[config.mk]
export PLATFORM = sky130hd
export DESIGN_NAME = obbq_cfg
export DESIGN_NICKNAME = d
export VERILOG_FILES = /design/src/rtl/core/obbq_pkg.sv /design/src/rtl/core/obbq_cfg.sv
export SDC_FILE = /design/constraint.sdc
export NUM_CORES = 1
export LEC_CHECK = 0
export BUFFER_PORTS_ARGS = -buffer_cell sky130_fd_sc_hd__buf_2
export CAP_MARGIN = 10
export CELL_PAD_IN_SITES_DETAIL_PLACEMENT = 1
export CELL_PAD_IN_SITES_GLOBAL_PLACEMENT = 1
export CORE_MARGIN = 2
export CORE_UTILIZATION = 37
export CTS_BUF_LIST = sky130_fd_sc_hd__clkbuf_8 sky130_fd_sc_hd__clkbuf_16
export DETAILED_ROUTE_END_ITERATION = 12
export GPL_TIMING_DRIVEN = 0
export MAX_ROUTING_LAYER = met4
export PLACE_DENSITY_LB_ADDON = 0.05
export SYNTH_ARGS = -nofsm -noshare
export SYNTH_HDL_FRONTEND = slang
export SYNTH_SLANG_ARGS = --single-unit
[constraint.sdc]
create_clock -name clk -period 0.8 [get_ports clk]
set_clock_uncertainty 0.15 [all_clocks]
set_input_delay 0.16 -clock clk [delete_from_list [all_inputs] [get_ports clk]]
set_output_delay 0.16 -clock clk [all_outputs]
set_load 0.03 [all_outputs]
[src/rtl/core/obbq_pkg.sv]
package obbq_pkg;

	// Field and datapath widths
	localparam int unsigned COORD_W    = 32;
	localparam int unsigned COMP_W     = 16;
	localparam int unsigned EXT_W      = 32;
	localparam int unsigned AXIS_FRAC  = 14;
	localparam int unsigned DIFF_W     = COORD_W + 1;
	localparam int unsigned SCAL_W     = EXT_W + 1;
	localparam int unsigned PROD_W     = DIFF_W + COMP_W;
	localparam int unsigned ACC_W      = PROD_W + 2;
	localparam int unsigned PROJ_W     = ACC_W - AXIS_FRAC;
	localparam int unsigned SUM_W      = PROJ_W + 1;
	localparam int unsigned CFG_IDX_W  = 3;
	localparam int unsigned CFG_DATA_W = 64;
	localparam int unsigned CORNER_W   = 3;
	localparam int unsigned IN_TDATA_W  = 104;
	localparam int unsigned OUT_TDATA_W = 96;

	// Register reset values: axes start as the unit x, y and z vectors
	localparam logic [47:0] AXIS0_RST = 48'h0000_0000_4000;
	localparam logic [47:0] AXIS1_RST = 48'h0000_4000_0000;
	localparam logic [47:0] AXIS2_RST = 48'h4000_0000_0000;

	// Saturation bounds
	localparam logic [COORD_W-1:0] COORD_MAX = 32'h7FFF_FFFF;
	localparam logic [COORD_W-1:0] COORD_MIN = 32'h8000_0000;

	// Configuration register indexes
	typedef enum logic [CFG_IDX_W-1:0] {
		REG_CENTER_X      = 3'd0,
		REG_CENTER_Y      = 3'd1,
		REG_CENTER_Z      = 3'd2,
		REG_AXIS_ZERO     = 3'd3,
		REG_AXIS_ONE      = 3'd4,
		REG_AXIS_TWO      = 3'd5,
		REG_HALF_EXT_LOW  = 3'd6,
		REG_HALF_EXT_HIGH = 3'd7
	} cfg_reg_t;

	// Box as seen by the datapath; axis[k][c] is component c of axis k
	typedef struct packed {
		logic [2:0][COORD_W-1:0]        center;
		logic [2:0][2:0][COMP_W-1:0]    axis;
		logic [2:0][EXT_W-1:0]          ext;
	} box_t;

endpackage

[src/rtl/core/obbq_cfg.sv]
module obbq_cfg (
	input  logic                            clk,
	input  logic                            arst_n,
	input  logic                            cfg_valid,
	output logic                            cfg_ready,
	input  logic [obbq_pkg::CFG_IDX_W-1:0]  cfg_index,
	input  logic [obbq_pkg::CFG_DATA_W-1:0] cfg_data,
	output obbq_pkg::box_t                  box
);
	import obbq_pkg::*;

	logic [COORD_W-1:0] center_q [3];
	logic [47:0]        axis_q [3];
	logic [63:0]        ext_lo_q;
	logic [30:0]        ext_hi_q;

	assign cfg_ready = 1'b1;

	// Register writes
	always_ff @(posedge clk or negedge arst_n) begin
		if (!arst_n) begin
			center_q[0] <= '0;
			center_q[1] <= '0;
			center_q[2] <= '0;
			axis_q[0]   <= AXIS0_RST;
			axis_q[1]   <= AXIS1_RST;
			axis_q[2]   <= AXIS2_RST;
			ext_lo_q    <= '0;
			ext_hi_q    <= '0;
		end else if (cfg_valid && cfg_ready) begin
			unique case (cfg_reg_t'(cfg_index))
				REG_CENTER_X:      center_q[0] <= cfg_data[31:0];
				REG_CENTER_Y:      center_q[1] <= cfg_data[31:0];
				REG_CENTER_Z:      center_q[2] <= cfg_data[31:0];
				REG_AXIS_ZERO:     axis_q[0]   <= cfg_data[47:0];
				REG_AXIS_ONE:      axis_q[1]   <= cfg_data[47:0];
				REG_AXIS_TWO:      axis_q[2]   <= cfg_data[47:0];
				REG_HALF_EXT_LOW:  ext_lo_q    <= cfg_data;
				REG_HALF_EXT_HIGH: ext_hi_q    <= cfg_data[30:0];
				default: ;
			endcase
		end
	end

	// Unpack into the box view
	always_comb begin
		for (int k = 0; k < 3; k++) begin
			box.center[k] = center_q[k];
			for (int c = 0; c < 3; c++) begin
				box.axis[k][c] = axis_q[k][COMP_W*c +: COMP_W];
			end
		end
		box.ext[0] = ext_lo_q[31:0];
		box.ext[1] = ext_lo_q[63:32];
		box.ext[2] = {1'b0, ext_hi_q};
	end

endmodule

* Word level (Yosys, flattened, before mapping) *
Index checks and enable logic that the tools add are counted.

operators by class
  add/sub/neg operators = 0
  multipliers = 0
  divide/modulo/power cells = 0
  magnitude comparators = 0
  eq/ne operators = 7
  shift operators = 0
  multiplexer cells = 0
  bitwise gates (word level) = 0
  reductions and logical operators = 9

operators with widths
  operator                                                          number
  2-bit AND reduction                                               8
  3-bit == test (second input constant)                             4
  3-bit by 2-bit == test with 1-bit output (second input constant)  2
  3-bit by 1-bit == test with 1-bit output (second input constant)  1
  3-bit zero test                                                   1

storage, ports and cells
  bits in registers = 335
  bits in latches = 0
  memory bits (writable) = 0
  memory bits (read-only) = 0
  input bits = 70
  logic and storage cells = 24
  memories kept = 0

* Longest topological paths before layout *
  depth in word-level cells = 2
  gate-level depth with buffers = 4
  mapped depth without buffers = 2

* Worst setup path before layout *
No wires, ideal clock.

  path kind = input -> register
  start = in cfg_index[0] in the netlist's numbering
  end = reg center_q, in the netlist box[305]
  library setup time = 0.125 ns
  arrival = 1.077 ns
  data required time = 0.525 ns
  slack = -0.552 ns
  stages on the path = 4
  buffers on the path = 2
  path through = nor4bb_1 > clkbuf_2 > buf_6 > mux2_2

on the way
  longest elaborated chain between the ends = 2

ends and longest elaborated chain
  item                                      RTL line        RTL
  start: declaration                        obbq_cfg.sv:6   input logic [obbq_pkg::CFG_IDX_W-1:0] cfg_index,
  3-bit by 2-bit == test with 1-bit output  obbq_cfg.sv:31  unique case (cfg_reg_t'(cfg_index))
  2-bit AND reduction (no source line)      -
  end: declaration                          obbq_cfg.sv:12  logic [COORD_W-1:0] center_q [3];

Every way passes these cells.
A chain may end at the register's enable or synchronous reset.

* Worst setup path after layout *
  start = reg axis_q, in the netlist box[174]
  end = out box[174] in the netlist's numbering

RTL lines
  item                RTL line        RTL
  start: declaration  obbq_cfg.sv:13  logic [47:0] axis_q [3];
  end: declaration    obbq_cfg.sv:8   output obbq_pkg::box_t box

No word-level cell between the ends.

==> reports/results.ini <==
[worst_setup_path]
critPathCaptureType=output port
critPathTopFamily=flip-flops
startpoint_type=register
critical_path_class=register to output port
worst-path-buf-inv=1
cp.arrival_ns=1.21
crit_required_ns=0.49
cp_slowest_cell=dfstp_2
cp_max_fo=2
path_cells=buf_6
critPathMaxStageDelay_ns=0.55
r2r_slack_ns=-0.35

[global_route]
grt_max_degree=87
grt_first_pass_wirelength_um=61350
track_usage_pct=23.47
overflow=0
antenna_found_initial=1
grt_pass1_vias=9573

[timing]
fmax_ghz=0.6576
setup_viol=908
post-route-period-util_pct=190.1
finalCriticalPeriod_ns=1.521
rsz0062_at_grt=true
worst_pin_slew_ns=0.5068
layout_setup_ws_ns=-0.7206
drv_slew=0
hold_slack_ns=-0.2537
hold_viol=320
tns_ns=-348.47
relSlewSlack_pct=66.21

[layout]
mostFrequentLayoutCells=buf_6, dfrtp_1, mux2_4
layout_commonest_cell=buf_6
layout-drive-gt1-share_pct=73.65
design_area_um2=22390
area_growth_pct=78.12
multi_input_area_um2=4862
final-seq-area_um2=8393
fill_cells=2879
nNetsFinal=1413

[placed_design]
dpl-instance-area_um2=15510
numPortBuffers=404
dp_slack_ns=-0.9427
hpwlAfterDp_um=24680
place.gp.congestion=0.7615

[routing]
drt_iter0_markers=336
antenna_left=0
vias=8867
first_pass_iters=4
via_per_inst=4.875
totalWireLength_um=48740
drcViolationCount=0
wl_per_cell_um=26.79

[floorplanning]
io_pins=407
die-area_um2=35470
die_w_um=188.3
core_area_um2=33530
num_rows=67
start_util_pct=37.49
die-height_um=188.3

[clocking]
cts_made_buffers=38
path_clk_slew_ns=0.06
clock_latency_ns=0.52
cts_sinks=335
clock_path_buffers=3
cts_root_buf=clkbuf_16
cts_tree=built
h-tree-depth=2

[worst_hold_path]
hp-class=input port to register

[status]
violations=negative hold slack, negative setup slack
status=finished with violations

[logic_synthesis]
yosysSeqAreaShare_pct=66.72
netlist_instances=718
syn_avg_cell_area_um2=17.51
synth.net_count=788
synth-warning-count=0
synth_cell_types=16
syn_area_um2=12570
synth_seq_cells=335

[pwr]
ir_drop_v=0.002326
p_per_area_nw_per_um2=3025
leakage_nw=11.08
p_total_mw=67.73

[run]
cap_viol_max_count=0

[metrics by stage]
step                      hold slack, ns  util [%]  instances
after global placement            0.2439     45.99       1570
final                            -0.2537     66.78       1819
after global routing             -0.2691     66.78       1819
after CTS                        -0.6421     61.10       1741
after floorplan                  -0.2856         -        718
after detailed placement          0.1047     46.26       1573
[state kept, by name, summed over array words and instances (netlist names)]
register	flops
ext_lo_q	64
box	240
ext_hi_q	31
[cell families (layout without fill, tap and decap cells)]
family | count (synthesis) | after routing | synth area share (%)
mux | 335 | 335 | 30.10
flops | 335 | 335 | 66.72
buf+inv | 38 | 690 | 2.399
simple gates | 8 | 8 | 0.7266
other cells | 2 | 3 | 0.05974
[what timing repair did]
item	4_1_cts	5_1_grt
hold endpoints to repair	586	575
pin swaps	4	4
resized for setup	792	293
buffers inserted	70	86
cloned	16	18
hold buffers	15	1
endpoints found under the setup margin	805	711
[per-layer routing]
layer / global-route usage (%) / wire length [um] / vias up
met3: 7.394 / 3364 / 73
met2: 38.84 / 24980 / 319
met5: - / 0 / -
met4: 7.121 / 1450 / 0
li1: - / - / 3802
met1: 27.43 / 18950 / 4673
[final cells by class]
| class | instances | share of cell area, % |
|---|---|---|
| diodes | 1 | 0.01118 |
| plain buffers | 35 | 2.878 |
| clock buffers | 47 | 4.850 |
| clock inverters | 20 | 0.5197 |
| multi-input cells | 345 | 21.71 |
| flip-flops and latches | 335 | 37.48 |
| well taps | 448 | 2.503 |
| repair buffers | 588 | 30.04 |
[path summary, 6_finish.rpt]
kind | from | end | cells after the start
setup / recovery | box[174] | box[174] | 1
hold / removal | cfg_data[54] | ext_lo_q[54] | 2
setup reg to reg | box[131] | box[131] | 3
hold reg to reg | box[237] | box[237] | 1
max in group asynchronous | arst_n | ext_lo_q[26] | 4
min in group asynchronous | arst_n | ext_lo_q[6] | 2
[where the power goes]
group	total (mW)	internal [mW]	switching, mW
Combinational	26.8	13.8	13.0
Clock	16.9	9.88	7.04
Sequential	24.0	20.8	3.20
[cell usage after synthesis]
| cell | instances | area, um2 |
|---|---|---|
| nand4_1 | 1 | 6.260 |
| mux2_4 | 3 | 45.04 |
| buf_4 | 12 | 90.09 |
| mux2_1 | 17 | 191.4 |
| buf_2 | 12 | 60.06 |
| nand4b_1 | 3 | 26.28 |
| nor4b_4 | 1 | 23.77 |
| mux2_2 | 315 | 3547 |
| and4bb_1 | 1 | 12.51 |
| dfstp_2 | 3 | 78.83 |
| and4bb_2 | 1 | 12.51 |
| clkbuf_2 | 1 | 5.000 |
| buf_6 | 13 | 146.4 |
| nor4bb_1 | 1 | 10.01 |
| conb_1 | 2 | 7.510 |
| dfrtp_1 | 332 | 8308 |
Power figures use the tool's default switching activity.
